<file path="src/sv/decimal_digit_frame_formatter_assert.svh">
`ifndef DECIMAL_DIGIT_FRAME_FORMATTER_ASSERT_SVH
`define DECIMAL_DIGIT_FRAME_FORMATTER_ASSERT_SVH

// Same-cycle implication, checked at every rising edge outside reset
`define DDFF_ASSERT_IMPL(lbl, clk, rst, ante, cons, msg) \
  lbl: assert property (@(posedge clk) disable iff (rst) (ante) |-> (cons)) \
    else $error(msg);

// Next-cycle implication, checked at every rising edge outside reset
`define DDFF_ASSERT_NEXT(lbl, clk, rst, ante, cons, msg) \
  lbl: assert property (@(posedge clk) disable iff (rst) (ante) |=> (cons)) \
    else $error(msg);

`endif

</file>
<file path="src/sv/ddff_pkg.sv">
package ddff_pkg;

  // Display defaults and fixed field widths
  localparam int DIGITS_DEF = 8;
  localparam int IDX_W      = 3;
  localparam int NUM_W      = 32;
  localparam int BCD_DIGITS = 10;
  localparam int BCD_W      = 4 * BCD_DIGITS;
  localparam int ITER_W     = 5;
  localparam logic [ITER_W-1:0] LAST_ITER = ITER_W'(NUM_W - 1);

  // Code B digit codes
  localparam logic [3:0] CODE_ZERO  = 4'd0;
  localparam logic [3:0] CODE_DASH  = 4'd10;
  localparam logic [3:0] CODE_BLANK = 4'd15;

  // APB port
  localparam int APB_AW = 3;
  localparam int APB_DW = 32;
  localparam logic REG_DOT_MASK = 1'b0;
  localparam logic REG_DOTS_EN  = 1'b1;

  // Input item
  typedef struct packed {
    logic signed [NUM_W-1:0] number;
    logic [IDX_W-1:0]        first_digit;
    logic [IDX_W-1:0]        last_digit;
  } item_t;

  // Result item, one digit-register frame
  typedef struct packed {
    logic [3:0] register_address;
    logic [3:0] digit_code;
    logic       decimal_point;
    logic       last_frame;
  } result_t;

  // Controller to datapath
  typedef struct packed {
    logic load;
    logic step;
    logic prep;
    logic emit;
  } cmd_t;

  // Datapath to controller
  typedef struct packed {
    logic range_empty;
    logic conv_done;
    logic at_last;
  } stat_t;

endpackage

</file>
<file path="src/sv/ddff_regs.sv">
module ddff_regs (
  input  logic                        clk,
  input  logic                        rst,
  input  logic                        psel,
  input  logic                        penable,
  input  logic                        pwrite,
  input  logic [ddff_pkg::APB_AW-1:0] paddr,
  input  logic [ddff_pkg::APB_DW-1:0] pwdata,
  output logic [ddff_pkg::APB_DW-1:0] prdata,
  output logic                        pready,
  output logic [7:0]                  dot_digit_mask,
  output logic                        dots_enabled
);

  logic wr_en;

  assign pready = 1'b1;
  assign wr_en  = psel && penable && pwrite;

  // Register writes on the access cycle of a write transfer
  always_ff @(posedge clk) begin
    if (rst) begin
      dot_digit_mask <= 8'd0;
      dots_enabled   <= 1'b0;
    end else if (wr_en) begin
      unique case (paddr[2])
        ddff_pkg::REG_DOT_MASK: dot_digit_mask <= pwdata[7:0];
        ddff_pkg::REG_DOTS_EN:  dots_enabled   <= pwdata[0];
        default: ;
      endcase
    end
  end

  // Read mux
  always_comb begin
    unique case (paddr[2])
      ddff_pkg::REG_DOT_MASK: prdata = {24'd0, dot_digit_mask};
      ddff_pkg::REG_DOTS_EN:  prdata = {31'd0, dots_enabled};
      default:                prdata = '0;
    endcase
  end

endmodule

</file>
<file path="src/sv/ddff_ctrl.sv">
module ddff_ctrl (
  input  logic             clk,
  input  logic             rst,
  input  logic             start,
  input  ddff_pkg::stat_t  stat,
  output ddff_pkg::cmd_t   cmd,
  output logic             busy
);

  typedef enum logic [3:0] {
    ST_IDLE = 4'b0001,
    ST_CONV = 4'b0010,
    ST_PREP = 4'b0100,
    ST_EMIT = 4'b1000
  } state_t;

  state_t state, state_next;

  always_ff @(posedge clk) begin
    if (rst) begin
      state <= ST_IDLE;
    end else begin
      state <= state_next;
    end
  end

  // Next state and commands
  always_comb begin
    state_next = state;
    cmd        = '0;
    unique case (state)
      ST_IDLE: begin
        if (start) begin
          cmd.load = 1'b1;
          if (!stat.range_empty) state_next = ST_CONV;
        end
      end
      ST_CONV: begin
        cmd.step = 1'b1;
        if (stat.conv_done) state_next = ST_PREP;
      end
      ST_PREP: begin
        cmd.prep   = 1'b1;
        state_next = ST_EMIT;
      end
      ST_EMIT: begin
        cmd.emit = 1'b1;
        if (stat.at_last) state_next = ST_IDLE;
      end
      default: state_next = ST_IDLE;
    endcase
  end

  assign busy = (state != ST_IDLE);

endmodule

</file>
<file path="src/sv/ddff_dp.sv">
`include "decimal_digit_frame_formatter_assert.svh"

module ddff_dp #(
  parameter int DIGITS = ddff_pkg::DIGITS_DEF
) (
  input  logic               clk,
  input  logic               rst,
  input  ddff_pkg::cmd_t     cmd,
  output ddff_pkg::stat_t    stat,
  input  ddff_pkg::item_t    item,
  input  logic [7:0]         dot_digit_mask,
  input  logic               dots_enabled,
  output ddff_pkg::result_t  result,
  output logic               valid
);

  localparam int IW = ddff_pkg::IDX_W;
  localparam int NW = ddff_pkg::NUM_W;
  localparam int BW = ddff_pkg::BCD_W;
  localparam logic [IW-1:0] MAX_IDX = IW'(DIGITS - 1);

  // Item registers
  logic [IW-1:0]               first, last_c, idx;
  logic                        neg, neg_pend;
  logic [NW-1:0]               bin;
  logic [BW-1:0]               bcd;
  logic [ddff_pkg::ITER_W-1:0] iter;

  // Per-item results of the prep cycle
  logic          zero_on;
  logic [IW-1:0] zero_pos;
  logic [3:0]    rem;

  // Input decode at the accept edge
  logic [IW-1:0] in_last;
  logic [NW-1:0] in_mag;

  assign in_last = (item.last_digit > MAX_IDX) ? MAX_IDX : item.last_digit;
  assign in_mag  = item.number[NW-1] ? (NW'(0) - NW'(item.number)) : NW'(item.number);

  assign stat.range_empty = (item.first_digit > in_last);
  assign stat.conv_done   = (iter == ddff_pkg::LAST_ITER);
  assign stat.at_last     = (idx == last_c);

  // Double-dabble add-3 correction, one bit per step
  logic [BW-1:0] bcd_adj;
  always_comb begin
    for (int j = 0; j < ddff_pkg::BCD_DIGITS; j++) begin
      bcd_adj[4*j +: 4] = (bcd[4*j +: 4] >= 4'd5) ? (bcd[4*j +: 4] + 4'd3) : bcd[4*j +: 4];
    end
  end

  // Prep: lowest dot digit in range, magnitude test, significant digit count
  logic          dot_found, mag_big;
  logic [IW-1:0] dot_pos, dot_off;
  logic [3:0]    ndig;
  always_comb begin
    dot_found = 1'b0;
    dot_pos   = '0;
    for (int d = 7; d >= 0; d--) begin
      if (IW'(d) >= first && IW'(d) <= last_c && dot_digit_mask[d]) begin
        dot_found = 1'b1;
        dot_pos   = IW'(d);
      end
    end
    dot_off = dot_pos - first;
    mag_big = 1'b0;
    ndig    = 4'd1;
    for (int j = 0; j < ddff_pkg::BCD_DIGITS; j++) begin
      if (4'(j) >= {1'b0, dot_off} && bcd[4*j +: 4] != 4'd0) mag_big = 1'b1;
      if (bcd[4*j +: 4] != 4'd0) ndig = 4'(j + 1);
    end
  end

  // Frame content
  logic take_digit, take_dash;
  always_comb begin
    take_digit = 1'b0;
    take_dash  = 1'b0;
    result.register_address = {1'b0, idx} + 4'd1;
    result.last_frame       = (idx == last_c);
    if (zero_on && idx == zero_pos) begin
      result.digit_code    = ddff_pkg::CODE_ZERO;
      result.decimal_point = 1'b1;
    end else if (rem != 4'd0) begin
      take_digit           = 1'b1;
      result.digit_code    = bcd[3:0];
      result.decimal_point = dots_enabled && dot_digit_mask[idx];
    end else if (neg_pend) begin
      take_dash            = 1'b1;
      result.digit_code    = ddff_pkg::CODE_DASH;
      result.decimal_point = dots_enabled && dot_digit_mask[idx];
    end else begin
      result.digit_code    = ddff_pkg::CODE_BLANK;
      result.decimal_point = 1'b0;
    end
  end

  assign valid = cmd.emit;

  // Iteration counter
  always_ff @(posedge clk) begin
    if (rst) begin
      iter <= '0;
    end else if (cmd.load) begin
      iter <= '0;
    end else if (cmd.step) begin
      iter <= iter + 1'b1;
    end
  end

  // Datapath registers
  always_ff @(posedge clk) begin
    if (cmd.load) begin
      first    <= item.first_digit;
      last_c   <= in_last;
      idx      <= item.first_digit;
      neg      <= item.number[NW-1];
      neg_pend <= item.number[NW-1];
      bin      <= in_mag;
      bcd      <= '0;
    end else if (cmd.step) begin
      bcd <= {bcd_adj[BW-2:0], bin[NW-1]};
      bin <= {bin[NW-2:0], 1'b0};
    end else if (cmd.prep) begin
      zero_on  <= dots_enabled && dot_found && (neg || !mag_big);
      zero_pos <= dot_pos;
      rem      <= ndig;
    end else if (cmd.emit) begin
      idx <= idx + 1'b1;
      if (take_digit) begin
        bcd <= {4'd0, bcd[BW-1:4]};
        rem <= rem - 4'd1;
      end
      if (take_dash) neg_pend <= 1'b0;
    end
  end

  `DDFF_ASSERT_IMPL(a_emit_in_range, clk, rst, cmd.emit, idx >= first && idx <= last_c, "frame index outside range")
  `DDFF_ASSERT_NEXT(a_emit_advance, clk, rst, cmd.emit && !stat.at_last, idx == $past(idx) + 3'd1, "frame index did not advance")
  `DDFF_ASSERT_NEXT(a_prep_count, clk, rst, cmd.prep, rem >= 4'd1 && rem <= 4'd10, "bad significant digit count")

endmodule

</file>
<file path="src/sv/decimal_digit_frame_formatter.sv">
// Decimal digit frame formatter. Pulse start with an item while busy is low;
// the item is taken on that edge and busy rises unless the digit range is
// empty (then no frames follow and the block stays free). The signed number is
// converted to BCD by a shift-and-add-3 loop, one bit per cycle, then a prep
// state, then one frame per digit of the range, one per cycle, marked by valid
// for exactly one cycle each. The receiver cannot stall: every valid cycle
// must be captured. Configuration writes go through the APB port; the user must
// make them only while busy is low, as the block does not enforce this.
module decimal_digit_frame_formatter #(
  parameter int DIGITS = ddff_pkg::DIGITS_DEF
) (
  input  logic                        clk,
  input  logic                        rst,
  input  logic                        start,
  output logic                        busy,
  input  ddff_pkg::item_t             item,
  output ddff_pkg::result_t           result,
  output logic                        valid,
  input  logic                        psel,
  input  logic                        penable,
  input  logic                        pwrite,
  input  logic [ddff_pkg::APB_AW-1:0] paddr,
  input  logic [ddff_pkg::APB_DW-1:0] pwdata,
  output logic [ddff_pkg::APB_DW-1:0] prdata,
  output logic                        pready
);

  ddff_pkg::cmd_t  cmd;
  ddff_pkg::stat_t stat;
  logic [7:0]      dot_digit_mask;
  logic            dots_enabled;

  // Configuration registers
  ddff_regs u_regs (
    .clk            (clk),
    .rst            (rst),
    .psel           (psel),
    .penable        (penable),
    .pwrite         (pwrite),
    .paddr          (paddr),
    .pwdata         (pwdata),
    .prdata         (prdata),
    .pready         (pready),
    .dot_digit_mask (dot_digit_mask),
    .dots_enabled   (dots_enabled)
  );

  // Sequencer
  ddff_ctrl u_ctrl (
    .clk   (clk),
    .rst   (rst),
    .start (start),
    .stat  (stat),
    .cmd   (cmd),
    .busy  (busy)
  );

  // Conversion and frame datapath
  ddff_dp #(
    .DIGITS (DIGITS)
  ) u_dp (
    .clk            (clk),
    .rst            (rst),
    .cmd            (cmd),
    .stat           (stat),
    .item           (item),
    .dot_digit_mask (dot_digit_mask),
    .dots_enabled   (dots_enabled),
    .result         (result),
    .valid          (valid)
  );

endmodule

</file>
<file path="config.mk">
export PLATFORM = sky130hd
export DESIGN_NAME = decimal_digit_frame_formatter
export DESIGN_NICKNAME = d
export VERILOG_FILES = /design/src/sv/ddff_pkg.sv /design/src/sv/ddff_regs.sv /design/src/sv/ddff_ctrl.sv /design/src/sv/ddff_dp.sv /design/src/sv/decimal_digit_frame_formatter.sv
export VERILOG_INCLUDE_DIRS = /design/src /design/src/sv
export SDC_FILE = /design/constraint.sdc
export NUM_CORES = 1
export LEC_CHECK = 0
export ABC_AREA = 1
export BUFFER_PORTS_ARGS = -buffer_cell sky130_fd_sc_hd__buf_2
export CORE_MARGIN = 2
export CORE_UTILIZATION = 60
export CTS_BUF_LIST = sky130_fd_sc_hd__clkbuf_8
export DETAILED_ROUTE_END_ITERATION = 16
export HOLD_SLACK_MARGIN = 0.15
export PLACE_DENSITY = 0.84
export SLEW_MARGIN = 20
export SYNTH_ARGS = -nofsm -noshare
export SYNTH_HDL_FRONTEND = slang
export SYNTH_SLANG_ARGS = --single-unit
</file>
<file path="constraint.sdc">
create_clock -name clk -period 6.2 [get_ports clk]
set_clock_uncertainty 0.1 [all_clocks]
set_input_delay 0.31 -clock clk [delete_from_list [all_inputs] [get_ports clk]]
set_output_delay 0.31 -clock clk [all_outputs]
set_load 0.02 [all_outputs]
</file>
==> qor.yml, run 1 <==
floorplanning:
  design.die.area_um2: 13900
  initial_core_util_pct: 61.6
  die_x_um: 118
  rows: 41
  die_y_um: 118
  core_area_um2: 12600
  io_pins: 124
synthesis:
  yosysWarningCount: 0
  synthMuxAreaShare_pct: 0
  synthAdderAreaFrac_pct: 5.08
  synth_xor_area_share_pct: 3.60
  ys_types: 39
  synth.cell_area_um2: 7780
  synth-seq-cells: 109
  synth_compound_area_share_pct: 12.6
  yosys.area_share.simple_pct: 32.5
  synthArstFlopShare_pct: 0
  synth_top_family_by_area: "simple AND/OR/NAND/NOR gates"
  synthTopCellsByArea: "edfxtp_1 (20%), dfxtp_1 (15%), nand2_1 (13%)"
  syn_area_per_cell_um2: 6.92
  yosysTopAreaCell: "edfxtp_1"
  seq_area_frac_synth_pct: 34.6
  yosysTopAreaCellShare_pct: 19.7
  synth_edf_count: 51
  ys.flop_type: "dfxtp_1"
  netlist_instances: 1123
route:
  totalWireLength_um: 17500
  num_vias: 7227
  antenna_left: 0
  drt-pass1-iter-count: 5
  avgViaCountPerCell: 5.33
  drt_iter0_markers: 736
  drc: 0
  routedWlPerCell_um: 12.9
clock_network:
  clk_latency_ns: 0.40
  cts_buffer_depth: 2
  cts_buffers: 9
  clkSinkCount: 109
  cts_resized: 0
  clk_pin_slew_ns: 0.11
  tritoncts: "built"
  cts_root_buffer: "clkbuf_8"
  htreeDepth: 3
sta:
  slew_headroom_pct: 29.5
  holdWs_ns: 0.179
  setup_viol: 0
  max_freq_ghz: 0.349
  hold_violations: 0
  final.period_utilization_pct: 46.2
  setup_tns_ns: 0
  period_minus_slack_ns: 2.86
  slew_violations: 0
  tightestPinTransition_ns: 1.06
  rsz0062_at_grt: "false"
worst_setup_path:
  critPathMaxFanout: 5
  arrival_ns: 2.91
  critPathLaunchType: "register"
  crit_chain: "inv_1 -> o21ai_0 -> nor2_1 -> o21ai_0 -> nand2_1 -> nand2_1 -> nand2_1 -> nand2_1 -> nand2_1 -> ha_1 -> inv_1 -> fa_1 -> inv_1 -> nand2_1 -> a21oi_1 -> nor2_1 -> nand2_1 -> a21oi_1"
  crit_type: "register to register"
  critical_path.slowest_cell: "edfxtp_1"
  end_kind: "register"
  slowest_delay_ns: 0.47
  path_common_cell: "nand2_1"
  required_ns: 6.25
  r2r_cells: 18
placed_design:
  placed_cells: 1324
  place.port_buffers: 72
  dp_hpwl_um: 11900
  gp_congestion: 0.903
power:
  switching_power_mw: 1.38
  p_int_mw: 1.70
  clkPwrFrac_pct: 14.7
  powerDensity_nw_per_um2: 367
  seqPwrFrac_pct: 37.6
  max-vdd-ir-drop_mv: 0.148
  power_mw: 3.08
  switching_share_pct: 44.7
  p_leak_nw: 3.98
  comb_power_share_pct: 47.8
finish:
  fin_cells: 1355
  drive_gt1_share_pct: 14.1
  nets: 1288
  antennaDiodeCount: 0
  syn2layout_area_growth_pct: 7.96
grt:
  antenna_found_initial: 0
  track_usage_pct: 25.5
  overflow: 0
  grt_pass1_vias: 6610
  grt_pass1_wl_um: 29700
  grt_max_degree: 95
run:
  maxCapViolations: 0
worst_hold_path:
  hold_class: "input port to register"
  min_path_cells: 4
run_status:
  status: "complete, no violations"
## layer usage
metal,up-vias,global-route usage [%],routed length (um)
li1,3703,-,-
met4,0,7.23,271
met1,3317,33.3,7980
met3,25,4.70,881
met2,182,43.5,8360
met5,-,0,0
## metrics by stage
stage	setup slack, ns	cell area, um2	utilization [%]
final	3.34	8400	66.5
after global routing	3.20	8400	66.5
after CTS	3.38	8390	66.5
after detailed placement	3.41	8040	63.7
after global placement	3.45	8040	63.7
after floorplan	3.72	7860	-
## what timing repair did
item,CTS,global route
hold endpoints to repair,20,0
setup buffers,0,0
endpoints found under the setup margin,0,0
hold buffers,15,0
## synthesized netlist by cell type, types with 11 or more instances
cell,n
nand3_1,108
inv_1,120
nor2_1,102
edfxtp_1,51
nand2_1,277
buf_4,28
ha_1,30
xor2_1,25
a21oi_1,34
nor2_2,62
o211ai_1,11
buf_2,20
clkbuf_1,11
dfxtp_1,58
o21ai_0,117
## cells in the final DEF, fill, tap and decap left out, drive strengths merged
| cell | count |
|---|---|
| nand2 | 279 |
| nor2 | 164 |
| inv | 125 |
| o21ai | 117 |
| nand3 | 110 |
| buf | 75 |
| dfxtp | 58 |
| edfxtp | 51 |
| a21oi | 34 |
| ha | 30 |
| xor2 | 25 |
| conb | 25 |
| dlygate4sd3 | 15 |
| o211ai | 11 |
| clkbuf | 9 |
| xnor2 | 7 |
| nand4 | 7 |
| nor3 | 7 |
| o22ai | 6 |
| o31ai | 5 |
| o21bai | 4 |
| nand3b | 4 |
| clkinv | 4 |
| a31oi | 2 |
| or2 | 2 |
| clkinvlp | 2 |
| a21boi | 1 |
| a211oi | 1 |
| and2 | 1 |
| fa | 1 |
| bufinv | 1 |
## power by group through the flow
stage | Clock (mW) | Sequential [mW] | Combinational [mW]
3_3_place_gp | 0 | 1.16 | 1.41
5_1_grt | 0.482 | 1.19 | 1.68
3_5_place_dp | 0 | 1.17 | 1.45
6_report | 0.452 | 1.16 | 1.47
4_1_cts | 0.459 | 1.15 | 1.46
2_1_floorplan | 0 | 1.12 | 1.19
## cell families after synthesis
group	count (synthesis)
compound gates	181
fa+ha+maj	31
other cells	2
buf+inv	194
simple gates	574
flops	109
xor+xnor	32
## sequential cells by signal, summed over array words and instances (netlist names), 3 cells and up
name                   count
u_regs.dot_digit_mask      8
u_dp.bcd                  40
u_dp.zero_pos              3
u_ctrl.state               4
u_dp.first                 3
u_dp.iter                  5
u_dp.idx                   3
u_dp.bin                  32
u_dp.rem                   4
u_dp.last_c                3
## worst paths after layout
kind,start,to,slack (ns)
setup / recovery,u_dp.first[2]$_DFFE_PP_,u_dp.zero_on$_DFFE_PP_,3.34
hold / removal,item[35],u_dp.bin[29]$_DFFE_PP_,0.18
setup reg to reg,u_dp.first[2]$_DFFE_PP_,u_dp.zero_on$_DFFE_PP_,3.34
hold reg to reg,u_dp.iter[3]$_SDFFE_PP0P_,u_dp.iter[3]$_SDFFE_PP0P_,0.37
## worst max-delay path: cells and delay by family (launching register included)
family / cells / cell delay, ns
compound gates: 4 / 0.56
fa+ha+maj: 2 / 0.63
buf+inv: 3 / 0.28
flops: 1 / 0.47
simple gates: 9 / 0.56
## final cells by class
| type | instances | area (um2) |
|---|---|---|
| clock inverter | 7 | 76.3 |
| timing repair buffer | 90 | 533 |
| fill | 1139 | 4220 |
| clock buffer | 9 | 124 |
| multi-input combinational | 843 | 4280 |
| sequential | 109 | 2690 |
| tap | 172 | 215 |
| inverter | 125 | 477 |
Note: power is estimated with default switching activity, not from simulation.
==> inputs of run 2 (changes only) <==
--- a/config.mk
+++ b/config.mk
@@ -9,11 +9,11 @@
 export ABC_AREA = 1
 export BUFFER_PORTS_ARGS = -buffer_cell sky130_fd_sc_hd__buf_2
 export CORE_MARGIN = 2
-export CORE_UTILIZATION = 60
+export CORE_UTILIZATION = 59
 export CTS_BUF_LIST = sky130_fd_sc_hd__clkbuf_8
 export DETAILED_ROUTE_END_ITERATION = 16
 export HOLD_SLACK_MARGIN = 0.15
-export PLACE_DENSITY = 0.84
+export PLACE_DENSITY = 0.83
 export SLEW_MARGIN = 20
 export SYNTH_ARGS = -nofsm -noshare
 export SYNTH_HDL_FRONTEND = slang
==> constraint.sdc (replaced) <==
create_clock -name clk -period 2.86 [get_ports clk]
set_clock_uncertainty 0.1 [all_clocks]
set_input_delay 0.143 -clock clk [delete_from_list [all_inputs] [get_ports clk]]
set_output_delay 0.143 -clock clk [all_outputs]
set_load 0.02 [all_outputs]
==> qor.yml, run 2 (synthesized netlist as in run 1, its figures left out) <==
floorplanning:
  die_y_um: 119
  initial_core_util_pct: 61.1
  io_pins: 124
  core_area_um2: 12700
  die_x_um: 119
  rows: 41
  design.die.area_um2: 14100
sta:
  rsz0062_at_grt: "false"
  final.period_utilization_pct: 90.8
  setup_slack_ns: 0.264
  setup_viol: 0
  period_minus_slack_ns: 2.60
  setup_tns_ns: 0
  slew_violations: 0
  tightestPinTransition_ns: 0.639
  hold_violations: 0
  max_freq_ghz: 0.385
  slew_headroom_pct: 57.4
route:
  routedWlPerCell_um: 13.1
  drt-pass1-iter-count: 5
  drc: 0
  drt_iter0_markers: 631
  avgViaCountPerCell: 5.31
  totalWireLength_um: 18300
  antenna_left: 0
  num_vias: 7442
worst_setup_path:
  slowest_delay_ns: 0.43
  crit_type: "register to register"
  critical_path.slowest_cell: "edfxtp_1"
  end_kind: "register"
  required_ns: 2.91
  critPathLaunchType: "register"
  critPathMaxFanout: 4
  r2r_cells: 18
  arrival_ns: 2.65
  path_common_cell: "nand2_1"
  crit_chain: "inv_1 -> a21oi_1 -> nand3_1 -> o21ai_0 -> nand2_1 -> nand2_1 -> nand2_1 -> nand2_1 -> nand2_1 -> ha_1 -> inv_1 -> fa_1 -> inv_1 -> nand2_1 -> a21oi_1 -> nor2_1 -> nand2_1 -> a21oi_1"
placed_design:
  dpl_cell_area_um2: 8110
  placed_cells: 1331
  gp_congestion: 0.880
  place.port_buffers: 72
  dp_hpwl_um: 12400
  dp_slack_ns: 0.208
clock_network:
  clk_pin_slew_ns: 0.10
  cts_root_buffer: "clkbuf_8"
  cts_buffers: 9
  cts_buffer_depth: 2
  tritoncts: "built"
  clk_latency_ns: 0.40
  htreeDepth: 3
  clkSinkCount: 109
finish:
  reg_top3: "u_dp.bcd: 40 flops, u_dp.bin: 32 flops, u_regs.dot_digit_mask: 8 flops"
  final_cell_mix: "nand2_1 (276), inv_1 (120), o21ai_0 (116)"
  drive_gt1_share_pct: 14.5
  syn2layout_area_growth_pct: 14.0
  multi_input_area_um2: 4270
  final_util_pct: 69.7
  fin_cells: 1402
  regArea_um2: 2690
  fin_area_um2: 8860
  largest_reg_flops: 40
  antennaDiodeCount: 0
  nets: 1335
  layout_commonest_cell: "nand2_1"
  largest-register: "u_dp.bcd"
  nFillCells: 1075
grt:
  grt_pass1_wl_um: 30900
  track_usage_pct: 26.3
  overflow: 0
  grt_pass1_vias: 6766
  antenna_found_initial: 0
  grt_max_degree: 59
worst_hold_path:
  min_path_cells: 5
  hold_class: "input port to register"
power:
  p_leak_nw: 4.21
  powerDensity_nw_per_um2: 775
  max-vdd-ir-drop_mv: 0.371
run_status:
  status: "complete, no violations"
run:
  maxCapViolations: 0
==> run 2: cell count changes in the layout (fill, tap and decap cells not counted), sizes merged <==
cell	before	now
clkinv	4	3
inv	125	127
clkinvlp	2	0
buf	75	87
bufinv	1	2
dlygate4sd3	15	50
==> run 2: repair_timing <==
item                                   CTS  global route
endpoints found under the hold margin   56             0
buffers inserted                         0             5
resized for setup                        0             1
setup endpoints to repair                0             1
hold buffers                            50             0
==> run 2: area by class of cell <==
type                    instances  share of cell area (%)
clock buffers                   9                    1.40
flip-flops and latches        109                    30.4
repair buffers                137                    11.1
clock inverters                 7                    1.09
well taps                     172                    2.43
inverters                     125                    5.38
multi-input cells             843                    48.2
==> run 2: worst paths after layout <==
check | start | slack, ns | endpoint
worst max-delay path | u_dp.last_c[0]$_DFFE_PP_ | 0.26 | u_dp.zero_on$_DFFE_PP_
worst min-delay path | item[30] | 0.18 | u_dp.bin[24]$_DFFE_PP_
worst max register to register | u_dp.last_c[0]$_DFFE_PP_ | 0.26 | u_dp.zero_on$_DFFE_PP_
worst min register to register | u_dp.iter[3]$_SDFFE_PP0P_ | 0.38 | u_dp.iter[3]$_SDFFE_PP0P_
==> run 2: stage by stage <==
stage | hold WS [ns] | total power [mW]
global placement | 0.250 | 5.64
detailed placement | 0.243 | 5.71
CTS | 0.160 | 6.83
global route | 0.174 | 7.46
floorplan | 0.112 | 5.01
finish | 0.184 | 6.87
==> run 2: layer usage <==
layer	up-vias	track usage (%)	wire length (um)
li1	3804	-	-
met1	3367	34.2	8150
met2	235	44.4	8700
met3	36	5.07	1080
met4	0	7.66	390
met5	-	0	0
==> run 2: worst max-delay path, delay by kind of cell (launching register included) <==
kind / cells / cell delay (ns)
simple gates: 9 / 0.61
flops: 1 / 0.43
buf+inv: 3 / 0.22
fa+ha+maj: 2 / 0.59
compound gates: 4 / 0.41
==> run 2: where the power goes <==
part	total, mW	switching, mW	internal, mW	leakage [nW]
clock network	1.05	0.551	0.498	0.114
logic	3.32	2.17	1.15	3.14
registers	2.50	0.302	2.20	0.956
==> inputs of run 3 (changes only) <==
--- a/config.mk
+++ b/config.mk
@@ -17,4 +17,5 @@
 export SLEW_MARGIN = 20
 export SYNTH_ARGS = -nofsm -noshare
 export SYNTH_HDL_FRONTEND = slang
+export SYNTH_HIERARCHICAL = 1
 export SYNTH_SLANG_ARGS = --single-unit
==> qor.yml, run 3 <==
run_status:
  status: "complete, no violations"
synthesis:
  synth-seq-cells: 109
  synthTopCellsByArea: "edfxtp_1 (20%), dfxtp_1 (15%), nand2_1 (13%)"
  syn_area_per_cell_um2: 6.77
  yosys.area_share.simple_pct: 32.7
  synth_compound_area_share_pct: 12.0
  synth_xor_area_share_pct: 3.59
  yosysTopAreaCell: "edfxtp_1"
  synth.cell_area_um2: 7800
  synthArstFlopShare_pct: 0
  synth_common_cells: "nand2_1 (272), nor2_1 (165), inv_1 (134)"
  synthAdderAreaFrac_pct: 5.07
  ys_types: 45
  yosysTopAreaCellShare_pct: 19.6
  yosysWarningCount: 6
  ys.flop_type: "dfxtp_1"
  seq_area_frac_synth_pct: 34.5
  synthMuxAreaShare_pct: 0
  synth_top_family_by_area: "simple AND/OR/NAND/NOR gates"
  netlist_instances: 1151
  synth_edf_count: 51
  synth.most_common_cell: "nand2_1"
floorplanning:
  io_pins: 124
  die_x_um: 119
  initial_core_util_pct: 59.6
  design.die.area_um2: 14200
  die_y_um: 119
  rows: 42
  core_area_um2: 13100
run:
  maxCapViolations: 0
clock_network:
  clk_latency_ns: 0.39
  htreeDepth: 3
  cts_root_buffer: "clkbuf_8"
  cts_buffer_depth: 2
  cts_buffers: 9
  clkSinkCount: 109
  tritoncts: "built"
  clk_pin_slew_ns: 0.11
power:
  seqPwrFrac_pct: 37.9
  switching_power_mw: 2.80
  p_leak_nw: 4.32
  power_mw: 6.52
  max-vdd-ir-drop_mv: 0.368
  powerDensity_nw_per_um2: 713
  p_int_mw: 3.72
  comb_power_share_pct: 45.5
  clkPwrFrac_pct: 16.6
  switching_share_pct: 42.9
sta:
  hold_violations: 0
  rsz0062_at_grt: "true"
  max_freq_ghz: 0.352
  setup_tns_ns: 0
  period_minus_slack_ns: 2.84
  holdWs_ns: 0.378
  slew_violations: 0
  final.period_utilization_pct: 99.4
  setup_viol: 0
grt:
  grt.met1_usage_pct: 34.7
  grt_max_degree: 38
  antenna_found_initial: 0
  use_met3_pct: 3.83
  use_met2_pct: 46.4
  overflow: 0
  track_usage_pct: 27.3
  grt_pass1_wl_um: 32100
  grt_most_used_layer: "met2"
  grt_pass1_vias: 7119
finish:
  syn2layout_area_growth_pct: 17.3
  fin_cells: 1458
  nFillCells: 1006
  antennaDiodeCount: 0
  largest-register: "u_dp/bcd"
  largest_reg_flops: 40
  nets: 1387
  layout_commonest_cell: "nand2_1"
  drive_gt1_share_pct: 12.1
  reg_top3: "u_dp/bcd: 40 flops, u_dp/bin: 32 flops, u_regs/dot_digit_mask: 8 flops"
  final_cell_mix: "nand2_1 (272), nor2_1 (162), inv_1 (131)"
  multi_input_area_um2: 4280
  regArea_um2: 2690
worst_hold_path:
  hold_class: "register to register"
worst_setup_path:
  critical-path-top-delay-family: "simple AND/OR/NAND/NOR gates"
  cp_num_buf_inv: 4
  critPathMaxFanout: 5
  crit_type: "register to register"
  slowest_delay_ns: 0.49
  arrival_ns: 2.90
  critPathLaunchType: "register"
  end_kind: "register"
  crit_chain: "inv_2 -> nor2_2 -> o211ai_1 -> nand2_1 -> nand2_1 -> nand2_1 -> nand2_1 -> a21oi_2 -> inv_1 -> ha_1 -> inv_2 -> fa_1 -> inv_2 -> o21ai_0 -> nand2_1 -> nand2_1 -> nand3_1 -> nand2_1 -> nand2_1 -> a21oi_1"
  required_ns: 2.91
  critical_path.slowest_cell: "edfxtp_1"
  path_common_cell: "nand2_1"
route:
  antenna_left: 0
  drt-pass1-iter-count: 5
  drc: 0
  totalWireLength_um: 19800
  avgViaCountPerCell: 5.41
  num_vias: 7884
  drt_iter0_markers: 688
  routedWlPerCell_um: 13.6
placed_design:
  gp_congestion: 0.916
  placed_cells: 1369
  dp_hpwl_um: 13300
  place.port_buffers: 72
## run 3: final cells by class
cell class,instances,area share [%]
multi-input combinational,856,46.8
sequential,109,29.4
timing repair buffer,160,13.0
inverter,141,5.84
tap,176,2.41
clock buffer,10,1.51
clock inverter,6,1.03
## run 3: power groups by stage
| stage | Clock, mW | Sequential (mW) | Combinational, mW |
|---|---|---|---|
| 3_3_place_gp | 0 | 2.48 | 2.75 |
| 6_report | 1.08 | 2.47 | 2.97 |
| 2_1_floorplan | 0 | 2.39 | 2.24 |
| 5_1_grt | 1.15 | 2.52 | 3.38 |
| 4_1_cts | 1.10 | 2.46 | 2.90 |
| 3_5_place_dp | 0 | 2.49 | 2.82 |
## run 3: worst paths after layout
check                                          startpoint                   endpoint  slack [ns]  depth (start not counted)
worst min register to register  u_dp/iter[4]$_SDFFE_PP0P_  u_dp/iter[4]$_SDFFE_PP0P_        0.38                          2
worst max register to register   u_dp/last_c[2]$_DFFE_PP_     u_dp/zero_on$_DFFE_PP_        0.02                         20
worst min-delay path            u_dp/iter[4]$_SDFFE_PP0P_  u_dp/iter[4]$_SDFFE_PP0P_        0.38                          2
worst max-delay path             u_dp/last_c[2]$_DFFE_PP_     u_dp/zero_on$_DFFE_PP_        0.02                         20
## run 3: metrics by stage
stage / area [um2] / setup slack (ns) / util [%]
4_1_cts: 9090 / 0.0659 / 69.5
3_3_place_gp: 8190 / 0.161 / 62.6
3_5_place_dp: 8190 / 0.0859 / 62.6
5_1_grt: 9140 / -0.128 / 69.9
2_1_floorplan: 7880 / 0.247 / -
6_report: 9140 / 0.0173 / 69.9
## run 3: worst reg2reg max path, cell delays in order (launching register included)
cell      delay, ns
edfxtp_1       0.49
inv_2          0.11
nor2_2         0.10
o211ai_1       0.13
nand2_1        0.09
nand2_1        0.05
nand2_1        0.05
nand2_1        0.06
a21oi_2        0.18
inv_1          0.07
ha_1           0.20
inv_2          0.07
fa_1           0.41
inv_2          0.08
o21ai_0        0.08
nand2_1        0.07
nand2_1        0.05
nand3_1        0.06
nand2_1        0.06
nand2_1        0.05
a21oi_1        0.05
## run 3: per-layer routing
| layer | share of wire, % | vias up |
|---|---|---|
| met3 | 6.7 | 59 |
| li1 | - | 3921 |
| met1 | 43 | 3571 |
| met5 | 0 | - |
| met4 | 3.3 | 0 |
| met2 | 47 | 333 |
## run 3: logic make-up (layout without fill, tap and decap cells)
group,count (synthesis),after routing
compound gates,173,173
xor+xnor,32,32
fa+ha+maj,31,31
buf+inv,209,317
flops,109,109
other cells,2,25
simple gates,595,595
## run 3: timing repair
action                                  in CTS  in global routing
hold buffers                                67                  0
resized for setup                            0                  7
buffers inserted                             0                  6
hold endpoints to repair                    66                  0
endpoints found under the setup margin       0                  1
